`src/sv/cwd_pkg.sv`:
```
package cwd_pkg;

  localparam int unsigned WeightWidth = 24;
  localparam int unsigned StampWidth  = 32;
  localparam int unsigned CfgWidth    = 16;
  localparam int unsigned CfgIdxWidth = 8;
  localparam int unsigned ValueWidth  = 9;

  // Register indexes on the configuration channel.
  localparam logic [CfgIdxWidth-1:0] REG_CHANGE_THRESHOLD = 8'd0;
  localparam logic [CfgIdxWidth-1:0] REG_STABLE_DELTA     = 8'd1;
  localparam logic [CfgIdxWidth-1:0] REG_SETTLE_TIME      = 8'd2;
  localparam logic [CfgIdxWidth-1:0] REG_COOL_TIME        = 8'd3;

  localparam logic [CfgWidth-1:0] RST_CHANGE_THRESHOLD = 16'd50;
  localparam logic [CfgWidth-1:0] RST_STABLE_DELTA     = 16'd10;
  localparam logic [CfgWidth-1:0] RST_SETTLE_TIME      = 16'd1000;
  localparam logic [CfgWidth-1:0] RST_COOL_TIME        = 16'd3000;

  // Coin band edges in centigrams, lower bound inclusive, upper exclusive.
  localparam logic signed [WeightWidth-1:0] BAND_1_LO   = 24'sd70;
  localparam logic signed [WeightWidth-1:0] BAND_1_HI   = 24'sd150;
  localparam logic signed [WeightWidth-1:0] BAND_5_LO   = 24'sd330;
  localparam logic signed [WeightWidth-1:0] BAND_50_LO  = 24'sd380;
  localparam logic signed [WeightWidth-1:0] BAND_10_LO  = 24'sd420;
  localparam logic signed [WeightWidth-1:0] BAND_100_LO = 24'sd465;
  localparam logic signed [WeightWidth-1:0] BAND_100_HI = 24'sd550;
  localparam logic signed [WeightWidth-1:0] BAND_500_LO = 24'sd650;
  localparam logic signed [WeightWidth-1:0] BAND_500_HI = 24'sd750;

  localparam logic [ValueWidth-1:0] COIN_NONE = 9'd0;
  localparam logic [ValueWidth-1:0] COIN_1    = 9'd1;
  localparam logic [ValueWidth-1:0] COIN_5    = 9'd5;
  localparam logic [ValueWidth-1:0] COIN_10   = 9'd10;
  localparam logic [ValueWidth-1:0] COIN_50   = 9'd50;
  localparam logic [ValueWidth-1:0] COIN_100  = 9'd100;
  localparam logic [ValueWidth-1:0] COIN_500  = 9'd500;

  localparam logic [1:0] PHASE_CODE_WAIT   = 2'd0;
  localparam logic [1:0] PHASE_CODE_DETECT = 2'd1;
  localparam logic [1:0] PHASE_CODE_COOL   = 2'd2;

  // Result item, coin_found in the lowest bit.
  typedef struct packed {
    logic [1:0]            phase_now;
    logic                  tare_request;
    logic                  reject;
    logic [ValueWidth-1:0] coin_value;
    logic                  coin_found;
  } cwd_result_t;

endpackage

```
`src/sv/cwd_classify.sv`:
```
module cwd_classify
  import cwd_pkg::*;
(
  input  logic signed [WeightWidth-1:0] weight,
  output logic        [ValueWidth-1:0]  value
);

  always_comb begin
    if (weight >= BAND_1_LO && weight < BAND_1_HI) begin
      value = COIN_1;
    end else if (weight >= BAND_5_LO && weight < BAND_50_LO) begin
      value = COIN_5;
    end else if (weight >= BAND_50_LO && weight < BAND_10_LO) begin
      value = COIN_50;
    end else if (weight >= BAND_10_LO && weight < BAND_100_LO) begin
      value = COIN_10;
    end else if (weight >= BAND_100_LO && weight < BAND_100_HI) begin
      value = COIN_100;
    end else if (weight >= BAND_500_LO && weight < BAND_500_HI) begin
      value = COIN_500;
    end else begin
      value = COIN_NONE;
    end
  end

endmodule

```
`src/sv/coin_weight_detector_core.sv`:
```
// An accepted input transaction reaches the output through one input register
// and then one result register.
// Throughput: one sample per cycle while m_tready holds; the phase machine updates its state in the
// same cycle the sample leaves the input register.
// Reset (rst, synchronous): phase waiting, weight and stamps zero, registers
// at their defaults, both pipeline registers empty.
module coin_weight_detector_core
  import cwd_pkg::*;
(
  input  logic                   clk,
  input  logic                   rst,
  // s_tdata: [23:0] sample_weight, [55:24] now_ms
  input  logic                   s_tvalid,
  output logic                   s_tready,
  input  logic [55:0]            s_tdata,
  // m_tdata: [0] coin_found, [9:1] coin_value, [10] reject, [11] tare_request,
  // [13:12] phase_now, [15:14] zero
  output logic                   m_tvalid,
  input  logic                   m_tready,
  output logic [15:0]            m_tdata,
  input  logic                   cfg_valid,
  output logic                   cfg_ready,
  input  logic [CfgIdxWidth-1:0] cfg_index,
  input  logic [CfgWidth-1:0]    cfg_data
);

  typedef enum logic [1:0] {
    PH_WAIT   = PHASE_CODE_WAIT,
    PH_DETECT = PHASE_CODE_DETECT,
    PH_COOL   = PHASE_CODE_COOL
  } phase_t;

  logic [CfgWidth-1:0] change_threshold;
  logic [CfgWidth-1:0] stable_delta;
  logic [CfgWidth-1:0] settle_time;
  logic [CfgWidth-1:0] cool_time;

  phase_t                       phase, phase_next;
  logic signed [WeightWidth-1:0] previous_weight, previous_weight_next;
  logic [StampWidth-1:0]        change_stamp, change_stamp_next;
  logic [StampWidth-1:0]        coin_stamp, coin_stamp_next;

  logic                          in_valid;
  logic signed [WeightWidth-1:0] in_weight;
  logic [StampWidth-1:0]         in_now;

  logic        out_valid;
  cwd_result_t out_result, result_next;

  logic                           advance;
  logic signed [WeightWidth:0]    diff;
  logic [WeightWidth:0]           step;
  logic [StampWidth-1:0]          since_change;
  logic [StampWidth-1:0]          since_coin;
  logic [ValueWidth-1:0]          coin;

  assign advance   = in_valid && (!out_valid || m_tready);
  assign s_tready  = !in_valid || !out_valid || m_tready;
  assign m_tvalid  = out_valid;
  assign m_tdata   = {2'b00, out_result};
  assign cfg_ready = 1'b1;

  assign diff = {in_weight[WeightWidth-1], in_weight}
              - {previous_weight[WeightWidth-1], previous_weight};
  assign step = diff[WeightWidth] ? (~diff + 1'b1) : diff;
  assign since_change = in_now - change_stamp;
  assign since_coin   = in_now - coin_stamp;

  cwd_classify u_classify (
    .weight (in_weight),
    .value  (coin)
  );

  always_comb begin
    phase_next           = phase;
    previous_weight_next = previous_weight;
    change_stamp_next    = change_stamp;
    coin_stamp_next      = coin_stamp;
    result_next          = '0;
    case (phase)
      PH_DETECT: begin
        previous_weight_next = in_weight;
        if (step < {{(WeightWidth + 1 - CfgWidth){1'b0}}, stable_delta}) begin
          if (since_change > {{(StampWidth - CfgWidth){1'b0}}, settle_time}) begin
            result_next.tare_request = 1'b1;
            // The tare re-zeroes the scale, so the next step is taken from zero.
            previous_weight_next     = '0;
            if (coin != COIN_NONE) begin
              result_next.coin_found = 1'b1;
              result_next.coin_value = coin;
              phase_next             = PH_COOL;
              coin_stamp_next        = in_now;
            end else begin
              result_next.reject = 1'b1;
              phase_next         = PH_WAIT;
            end
          end
        end else begin
          change_stamp_next = in_now;
        end
      end
      PH_COOL: begin
        if (since_coin > {{(StampWidth - CfgWidth){1'b0}}, cool_time}) begin
          phase_next               = PH_WAIT;
          result_next.tare_request = 1'b1;
          previous_weight_next     = '0;
        end
      end
      default: begin
        phase_next = PH_WAIT;
        if (step > {{(WeightWidth + 1 - CfgWidth){1'b0}}, change_threshold}) begin
          phase_next        = PH_DETECT;
          change_stamp_next = in_now;
        end
        previous_weight_next = in_weight;
      end
    endcase
    result_next.phase_now = phase_next;
  end

  always_ff @(posedge clk) begin
    if (rst) begin
      change_threshold <= RST_CHANGE_THRESHOLD;
      stable_delta     <= RST_STABLE_DELTA;
      settle_time      <= RST_SETTLE_TIME;
      cool_time        <= RST_COOL_TIME;
    end else if (cfg_valid && cfg_ready) begin
      case (cfg_index)
        REG_CHANGE_THRESHOLD: change_threshold <= cfg_data;
        REG_STABLE_DELTA:     stable_delta     <= cfg_data;
        REG_SETTLE_TIME:      settle_time      <= cfg_data;
        REG_COOL_TIME:        cool_time        <= cfg_data;
        default: begin
        end
      endcase
    end
  end

  always_ff @(posedge clk) begin
    if (rst) begin
      phase           <= PH_WAIT;
      previous_weight <= '0;
      change_stamp    <= '0;
      coin_stamp      <= '0;
    end else if (advance) begin
      phase           <= phase_next;
      previous_weight <= previous_weight_next;
      change_stamp    <= change_stamp_next;
      coin_stamp      <= coin_stamp_next;
    end
  end

  always_ff @(posedge clk) begin
    if (rst) begin
      in_valid <= 1'b0;
    end else if (s_tready) begin
      in_valid <= s_tvalid;
    end
  end

  always_ff @(posedge clk) begin
    if (s_tvalid && s_tready) begin
      in_weight <= s_tdata[WeightWidth-1:0];
      in_now    <= s_tdata[WeightWidth+StampWidth-1:WeightWidth];
    end
  end

  always_ff @(posedge clk) begin
    if (rst) begin
      out_valid <= 1'b0;
    end else if (advance) begin
      out_valid <= 1'b1;
    end else if (m_tready) begin
      out_valid <= 1'b0;
    end
  end

  always_ff @(posedge clk) begin
    if (advance) begin
      out_result <= result_next;
    end
  end

  // A recognised coin always comes with a tare and moves into cooldown.
  assert property (@(posedge clk) disable iff (rst)
    out_valid && out_result.coin_found |->
      out_result.tare_request && out_result.phase_now == PHASE_CODE_COOL)
    else $error("coin result without tare or cooldown");

  // A reject returns to waiting with a tare and never reports a coin.
  assert property (@(posedge clk) disable iff (rst)
    out_valid && out_result.reject |->
      out_result.tare_request && !out_result.coin_found &&
      out_result.phase_now == PHASE_CODE_WAIT)
    else $error("reject result inconsistent");

  // The coin value is nonzero exactly when a coin is reported.
  assert property (@(posedge clk) disable iff (rst)
    out_valid |-> (out_result.coin_value != COIN_NONE) == out_result.coin_found)
    else $error("coin value and coin flag disagree");

  // A coin taken into the result register leaves the machine in cooldown.
  assert property (@(posedge clk) disable iff (rst)
    advance && result_next.coin_found |=> phase == PH_COOL && coin_stamp == $past(in_now))
    else $error("coin did not start cooldown");

endmodule
```
`config.mk`:
```
export PLATFORM = sky130hd
export DESIGN_NAME = coin_weight_detector_core
export DESIGN_NICKNAME = d
export VERILOG_FILES = /design/src/sv/cwd_pkg.sv /design/src/sv/cwd_classify.sv /design/src/sv/coin_weight_detector_core.sv
export SDC_FILE = /design/constraint.sdc
export NUM_CORES = 1
export LEC_CHECK = 0
export ABC_AREA = 1
export ABC_CLOCK_PERIOD_IN_PS = 6800
export BUFFER_PORTS_ARGS = -buffer_cell sky130_fd_sc_hd__buf_2
export CAP_MARGIN = 0
export CORE_MARGIN = 4
export CORE_UTILIZATION = 40
export CTS_CLUSTER_SIZE = 8
export DETAILED_ROUTE_END_ITERATION = 6
export SLEW_MARGIN = 20
export SYNTH_ARGS = -nofsm -noshare
export SYNTH_HDL_FRONTEND = slang
export SYNTH_SLANG_ARGS = --single-unit
```
`constraint.sdc`:
```
create_clock -name clk -period 6.8 [get_ports clk]
set_input_delay 1.7 -clock clk [delete_from_list [all_inputs] [get_ports clk]]
set_output_delay 1.7 -clock clk [all_outputs]
set_load 0.02 [all_outputs]
```
# After elaboration in Yosys (flattened, before gate mapping)
# Index checks and enable logic that the tools add are counted.
# Widths: inputs -> output; s select.
[word_totals]
output_inout_bits = 19
inputBits = 85
word_cells = 100
ff_bits = 226
[op_classes]
n_reduce_logical = 26
eq_ne = 7
n_addsub = 4
muxes = 28
bitwise_logic = 2
magnitude_cmp = 16
[op_table]
columns = ["cell", "n"]
rows = [
  ["$ge 24x10->1 const B", 4],
  ["$lt 24x10->1 const B", 3],
  ["$mux 24", 3],
  ["$gt 32x16->1", 2],
  ["$mux 32", 2],
  ["$pmux 32 s2", 1],
  ["$sub 32x32->32", 2],
  ["$mux 9", 6],
  ["$lt 24x11->1 const B", 2],
  ["$pmux 24 s2", 1],
  ["$add 25x1->25 const B", 1],
  ["$gt 25x16->1", 1],
  ["$lt 25x16->1", 1],
  ["$mux 25", 1],
  ["$not 25->25", 1],
  ["$sub 24x24->25", 1],
  ["$ge 24x11->1 const B", 1],
  ["$ge 24x8->1 const B", 1],
  ["$lt 24x9->1 const B", 1],
  ["$mux 12", 2],
  ["$eq 8x2->1 const B", 2],
  ["$mux 10", 1],
  ["$reduce_and 2->1", 5],
  ["$reduce_bool 9->1", 1],
  ["17 further kinds", 37],
]

# Logic depth before layout (Yosys ltp)
# Gate-level depths: netlist of run 1.
[logic_depth]
depth_word = 13
depth_mapped = 39
depth_no_buf = 36

# Hierarchy
# Synthesis of run 1 repeated with hierarchy kept, for this count alone.
[hier_totals]
cells_unflattened = 2702
hier_area_um2 = 17397.9
[by_module_without_submodules]
columns = ["mod", "area_per_inst_um2", "seq_area_each_um2", "instances", "cells_each"]
rows = [
  ["coin_weight_detector_core", 16946.3, 5225.0, 1, 2603],
  ["cwd_classify", 451.7, 0.0, 1, 99],
]

# Worst setup path after synthesis of run 1
# Ideal clock, no wire load.
[synth_path]
path_kind = "input -> register"
start = "input port m_tready"
end = "register in_now[0], enable pin"
required_ns = 6.329
path_stages = 4
slack_ns = 2.112
setup_time_ns = 0.471
t_arrival_ns = 4.217
n_path_buf = 0
path_cell_list = "inv_1 -> nand2_1 -> nor2_1 -> nor2_1"
[synth_between]
elab_chain_cells = 2
[synth_lines]
columns = ["element", "line_no", "text"]
rows = [
  ["start: declaration", "coin_weight_detector_core.sv:19", "input logic m_tready,"],
  ["$logic_or 1x1->1", "coin_weight_detector_core.sv:58", "assign s_tready = !in_valid || !out_valid || m_tready;"],
  ["$logic_and 1x1->1", "coin_weight_detector_core.sv:162", "if (s_tvalid && s_tready) begin"],
  ["end signal: assignment", "coin_weight_detector_core.sv:164", "in_now <= s_tdata[WeightWidth+StampWidth-1:WeightWidth];"],
  ["end: declaration", "coin_weight_detector_core.sv:45", "logic [StampWidth-1:0] in_now;"],
]
# No other way between the ends.
# A chain may end at the register's enable or synchronous reset.

# Worst setup path in the final report of run 1
[layout_path]
start = "register in_now[0]"
end = "register previous_weight[22]"
[layout_between]
elab_chain_cells = 5
word_cells_on_any_way = 9
classes_between = "add/sub: 2; order compare: 2; eq/ne: 1; mux: 3; reduce/logical: 1"
[layout_lines]
columns = ["element", "line_no", "text"]
rows = [
  ["$sub 32x32->32", "coin_weight_detector_core.sv:66", "assign since_change = in_now - change_stamp;"],
  ["$gt 32x16->1", "coin_weight_detector_core.sv:84", "if (since_change > {{(StampWidth - CfgWidth){1'b0}}, settle_time}) begin"],
  ["$mux 24", "coin_weight_detector_core.sv:84", ""],
  ["$mux 24", "coin_weight_detector_core.sv:83", "if (step < {{(WeightWidth + 1 - CfgWidth){1'b0}}, stable_delta}) begin"],
  ["$pmux 24 s2", "coin_weight_detector_core.sv:80", "case (phase)"],
  ["end signal: assignment", "coin_weight_detector_core.sv:147", "previous_weight <= previous_weight_next;"],
  ["end: declaration", "coin_weight_detector_core.sv:39", "logic signed [WeightWidth-1:0] previous_weight, previous_weight_next;"],
]
# Several ways; a longest one is shown, not always the timed one.

==> impl_metrics.yaml, run 1 <==
yosys:
  ys_types: 50
  synth_top_area_share_pct: 18.20
  yosys.area.top_type: "dfxtp_1"
  netlist_instances: 2605
  async_flop_share_pct: 0
  ys_top_cells_by_area: "dfxtp_1 18%, nand2_1 16%, edfxtp_1 12%, ha_1 11%, inv_1 9.6%"
  synth_edf_count: 69
  netlist_area_mm2: 0.01716
  synth_seq_cells: 225
  yosysMostFrequentCell: "nand2_1"
  synth_common_cells: "726 x nand2_1, 440 x inv_1, 265 x nor2_1"
  yosysWarnings: 0
  syn_area_per_cell_um2: 6.589
  ys.flop_type: "dfxtp_1"
  synth_seq_area_share_pct: 30.27
clocking:
  postCtsSetupRepairBufs: 0
  holdBufCountCts: 0
  cts_buffer_depth: 3
  worstSkewPairLatency_ps: 550
  numCtsBuffers: 35
  tritoncts: "done"
  ctsResizeCount: 0
  cts_sinks: 225
  cts.htree.levels: 2
  path_clk_slew_ps: 50
  cts-root-buf: "clkbuf_16"
critical_path:
  crit_fanout: 48
  crit_top_cell: "nand2_1"
  rr_worst_depth: 30
  r2r-start: "in_now[0]"
  rrSetupSlack_ps: 1030
  worst-path-buf-inv: 6
  crit_type: "reg2reg"
  r2r_end: "previous_weight[22]"
  worst_path_max_delay_cell: "a21boi_0"
  path_delay_family: "simple AND/OR/NAND/NOR gates"
  cp_data_arrival_time_ps: 6200
  cp_slowest_stage_delay_ps: 650
  critPathLaunch: "in_now[0]"
  cp-start-kind: "flop"
  crit_required_ps: 7240
  cp-end-kind: "flop"
place:
  hpwl_um: 40900
  gp_congestion: 0.9124
  pre_cts_ws_ps: 1174
  dpl_cell_area_mm2: 0.01803
  io_buffer_count: 100
die:
  die_area_mm2: 0.04629
  boundaryPins: 104
  row_count: 75
  die_width_um: 215.1
  dieHeight_um: 215.1
  core-area_mm2: 0.04223
  initial_core_util_pct: 40.65
status:
  status: "finished clean"
timing:
  rsz0062_at_grt: "no"
  relSlewSlack_pct: 33.78
  fmax_ghz: 0.1734
  fin_skew_ps: 31.50
  min_period_ps: 5766
  tightest_slew_ps: 990.9
  fin_ws_ps: 1034
  min_period_over_period_pct: 84.79
  final-hold-violation-count: 0
  maxSlewViolCount: 0
  setup-violations-final: 0
  fin_tns_setup_ps: 0
power_and_ir_drop:
  p_per_area_mw_per_mm2: 234.2
  ir_drop_uv: 175.6
  total_leakage_power_nw: 9.563
route:
  postRouteAntennaNets: 0
  drt_first_pass_iters: 6
  met2_length_um: 20040
  met3_length_um: 2904
  wl_per_cell_um: 15.82
  drc_errors: 0
  vias: 16343
  drt-initial-drc-count: 1334
  via_per_inst: 5.027
  drt-total-wl_um: 51450
  top_layer: "met4"
  met1_length_um: 27520
finish:
  post-route-util_pct: 45.13
  num_antenna_cells: 0
  layout-drive-gt1-share_pct: 7.522
  area_growth_pct: 11.02
  nFillCells: 4491
  post-route-cell-area_mm2: 0.01906
  nNetsFinal: 2932
run:
  maxCapViolCount: 0
min_path:
  holdPathEnd: "coin_stamp[23]"
  hold_start: "coin_stamp[23]"
  holdCritPathClass: "reg2reg"
  whs_path_depth: 2
grt:
  grt_max_degree: 88
  grt_usage_pct: 21.59
  grt_pass1_vias: 14645
  antenna_found_initial: 0
  grt_pass1_wl_um: 81000
  grt-ovfl-total: 0
## worst min-delay path, delay by kind of cell (launching register included)
family | cells | cell delay, ps
AO/OA/AOI/OAI | 1 | 50
flip-flops | 1 | 290
buffers and inverters | 1 | 60
## flip-flops by register name, summed over array words and instances (netlist names)
register          cells
settle_time          16
stable_delta         16
in_valid              1
previous_weight      24
in_weight            24
m_tvalid              1
phase                 2
change_threshold     16
coin_stamp           32
change_stamp         32
in_now               32
m_tdata              13
cool_time            16
## cell families (layout without fill, tap and decap cells)
kind of cell / after synthesis / after routing / share of synthesized area, %
flops: 225 / 225 / 30.27
buf+inv: 511 / 617 / 11.98
xor+xnor: 52 / 52 / 2.653
compound gates: 406 / 406 / 12.90
fa+ha+maj: 155 / 155 / 11.43
simple gates: 1254 / 1254 / 30.73
other cells: 2 / 3 / 0.04375
## per-layer routing
layer / vias to the layer above / track usage, %
li1: 8529 / -
met1: 7354 / 34.44
met2: 396 / 30.21
met3: 64 / 3.206
met4: 0 / 4.982
met5: - / 0
## metrics by stage
stage | hold slack (ps) | cells | power (mW)
after floorplan | 433.2 | 2606 | 2.487
after global placement | 445.3 | 3194 | 2.809
after detailed placement | 452.1 | 3194 | 2.832
after CTS | 459.3 | 3251 | 4.498
after global routing | 479.4 | 3251 | 4.760
final | 455.5 | 3251 | 4.463
## layout make-up
| class | count | area, µm² | area share (%) |
|---|---|---|---|
| clock buffer | 53 | 984.7 | 5.167 |
| clock inverter | 4 | 36.28 | 0.1904 |
| inverter | 457 | 1718 | 9.015 |
| multi-input combinational | 1870 | 9925 | 52.08 |
| sequential | 225 | 5195 | 27.26 |
| tap | 539 | 674.4 | 3.539 |
| timing repair buffer | 103 | 523.0 | 2.745 |
## power breakdown
group          switching, mW  leakage [nW]  total (mW)  internal [mW]
clock                  0.649         0.496        1.64          0.992
combinational          0.878          7.12        1.34          0.462
sequential            0.0403          1.95        1.48           1.44
## cell usage in the layout (no fill, tap or decap), types with 34 or more instances in the layout
cell type / instances
a21oi_1: 218
buf_2: 100
clkbuf_16: 36
dfxtp_1: 156
edfxtp_1: 69
ha_1: 152
inv_1: 439
nand2_1: 726
nand3_1: 117
nand4_1: 54
nor2_1: 264
o21ai_0: 84
o21ai_1: 34
xor2_1: 43
## worst max-delay path by stage
stage	endpoint	slack, ps	cells past startpoint
after floorplan	in_now[0]	2110	4
after global placement	previous_weight[19]	1140	30
after detailed placement	previous_weight[8]	1170	30
after CTS	previous_weight[8]	1150	30
after global routing	previous_weight[10]	570	30
final	previous_weight[22]	1030	30
Note: power is estimated with default switching activity, not from simulation.
==> run 2, diff against run 1 <==
--- a/config.mk
+++ b/config.mk
@@ -6,7 +6,7 @@
 export NUM_CORES = 1
 export LEC_CHECK = 0
 export ABC_AREA = 1
-export ABC_CLOCK_PERIOD_IN_PS = 6800
+export ABC_CLOCK_PERIOD_IN_PS = 5050
 export BUFFER_PORTS_ARGS = -buffer_cell sky130_fd_sc_hd__buf_2
 export CAP_MARGIN = 0
 export CORE_MARGIN = 4
==> constraint.sdc (replaced) <==
create_clock -name clk -period 5.05 [get_ports clk]
set_input_delay 1.2625 -clock clk [delete_from_list [all_inputs] [get_ports clk]]
set_output_delay 1.2625 -clock clk [all_outputs]
set_load 0.02 [all_outputs]
==> run 2 against run 1 <==
Non-clock buffer count increased by 57. Wire length is 2.2% higher. Flip-flop and latch count did not move. Die area unchanged. Clock power is 34% higher. Setup slack worse by 740 ps. First-iteration DRC count shrank 7.0%. Count of clock-buffer cells in the layout unchanged. Design area grew 4.3%. Sequential power is 34% higher. Fmax is 21% higher. Critical endpoint unchanged.
==> impl_metrics.yaml, run 2 (synthesis gave the netlist of run 1 again) <==
critical_path:
  rr_worst_depth: 31
  cp_slowest_stage_delay_ps: 480
  worst_path_max_delay_cell: "edfxtp_1"
  crit_required_ps: 5470
  rrSetupSlack_ps: 290
  cp-start-kind: "flop"
  r2r_end: "previous_weight[22]"
  crit_top_cell: "nand2_1"
  r2r-start: "in_now[0]"
  cp_data_arrival_time_ps: 5180
  cp-end-kind: "flop"
  crit_type: "reg2reg"
  crit_fanout: 6
route:
  drt-initial-drc-count: 1240
  vias: 16568
  wl_per_cell_um: 15.90
  drt-total-wl_um: 52570
  drc_errors: 0
  via_per_inst: 5.011
  postRouteAntennaNets: 0
  drt_first_pass_iters: 5
timing:
  fin_ws_ps: 290.7
  rsz0062_at_grt: "yes"
  relSlewSlack_pct: 29.21
  min_period_ps: 4759
  maxSlewViolCount: 0
  final-hold-violation-count: 0
  min_period_over_period_pct: 94.24
  tightest_slew_ps: 1062
  fin_skew_ps: 16.90
  whs_ps: 454.4
  fmax_ghz: 0.2101
  setup-violations-final: 0
die:
  die_width_um: 215.1
  core-area_mm2: 0.04223
  boundaryPins: 104
  dieHeight_um: 215.1
  initial_core_util_pct: 40.65
  row_count: 75
  die_area_mm2: 0.04629
clocking:
  cts-root-buf: "clkbuf_16"
  tritoncts: "done"
  worstSkewPairLatency_ps: 530
  cts_sinks: 225
  cts_buffer_depth: 3
  cts.htree.levels: 2
  numCtsBuffers: 34
  path_clk_slew_ps: 50
power_and_ir_drop:
  ir_drop_uv: 231.4
  p_int_mw: 4.008
  power_frac_clock_pct: 35.9
  p_sw_mw: 2.098
  p_per_area_mw_per_mm2: 307.3
  p_sw_share_pct: 34.36
  total_leakage_power_nw: 9.948
  pwr-share-comb_pct: 31.6
  p_seq_share_pct: 32.5
  total_power_mw: 6.106
grt:
  grt_busiest_layer: "met1"
  grtUsageMet1_pct: 32.00
  grt_max_degree: 109
  grt_use_met3_pct: 3.277
  grtUsageMet2_pct: 30.96
  grt-ovfl-total: 0
  grt_pass1_wl_um: 79480
  grt_usage_pct: 21.05
  grt_pass1_vias: 15042
  antenna_found_initial: 2
finish:
  ff_latch_area_mm2: 0.005195
  nNetsFinal: 2989
  final_cell_mix: "724 x nand2_1, 435 x inv_1, 262 x nor2_1, 216 x a21oi_1, 156 x dfxtp_1"
  layout-drive-gt1-share_pct: 10.34
  multi_input_area_mm2: 0.01009
  post-route-util_pct: 47.05
  nFillCells: 4358
  num_antenna_cells: 0
  layout_commonest_cell: "nand2_1"
  top_regs: "change_stamp (32), coin_stamp (32), in_now (32)"
  area_growth_pct: 15.76
  instances_no_fill: 3306
place:
  io_buffer_count: 100
  pre_cts_ws_ps: -17.72
  placed_cells: 3225
  gp_congestion: 0.9398
  hpwl_um: 39910
status:
  status: "finished clean"
run:
  maxCapViolCount: 0
min_path:
  whs_path_depth: 2
  hold_start: "coin_stamp[27]"
  holdPathEnd: "coin_stamp[27]"
  holdCritPathClass: "reg2reg"
[run 2: changes by cell type in the layout (fill, tap and decap cells not counted), moves of 4 or more]
cell / previous run / this run
buf_4: 3 / 42
o21ai_0: 84 / 80
clkbuf_16: 36 / 45
inv_1: 439 / 435
buf_6: 0 / 7
[run 2: how the worst max path moves through the flow]
stage                      start                  end  slack, ps  cells after the start
floorplan               m_tready            in_now[0]        800                      4
global placement       in_now[0]  previous_weight[22]        110                     31
detailed placement  in_weight[0]  previous_weight[10]        -20                     33
CTS                    in_now[0]  previous_weight[22]         10                     31
global route        in_weight[0]       coin_stamp[26]        -40                     35
finish                 in_now[0]  previous_weight[22]        290                     31
[run 2: what timing repair did]
action / 4_1_cts / 5_1_grt
gates cloned: 0 / 14
hold endpoints to repair: 0 / 0
resized for setup: 2 / 47
setup buffers: 0 / 13
hold buffers: 0 / 0
pin swaps: 0 / 15
endpoints found under the setup margin: 39 / 103
[run 2: area by class of cell]
type / instances / area share [%]
multi-input combinational: 1871 / 50.79
sequential: 225 / 26.15
inverter: 457 / 8.671
timing repair buffer: 160 / 5.888
clock buffer: 53 / 4.962
tap: 539 / 3.394
clock inverter: 1 / 0.1511
[run 2: layer usage]
layer / share of wire (%) / wire length (µm)
met4: 1.9 / 1000
met2: 40 / 21240
met1: 51 / 26940
met5: 0 / 0
met3: 6.4 / 3379
[run 2: power by group through the flow]
stage | logic [mW] | registers (mW) | clock network, mW
after floorplan | 1.34 | 2.01 | 0
after global placement | 1.79 | 2.02 | 0
after detailed placement | 1.82 | 2.02 | 0
after CTS | 1.83 | 1.99 | 2.27
after global routing | 2.21 | 1.99 | 2.34
final | 1.93 | 1.99 | 2.19
[run 2: stage by stage]
stage	setup TNS (ps)	instance area, µm²
global route	-1475	19870
CTS	0	19330
detailed placement	-239.1	18310
global placement	0	18310
finish	0	19870
floorplan	0	17170
[run 2: critical path: cells and delay by family, from the launching register on]
kind,cells,cell delay [ps]
adders and majority gates,3,820
DFF,1,480
xor gates and xnor gates,1,170
AOI/OAI and AO/OA,3,400
buffers and inverters,7,810
and+or+nand+nor,17,1960
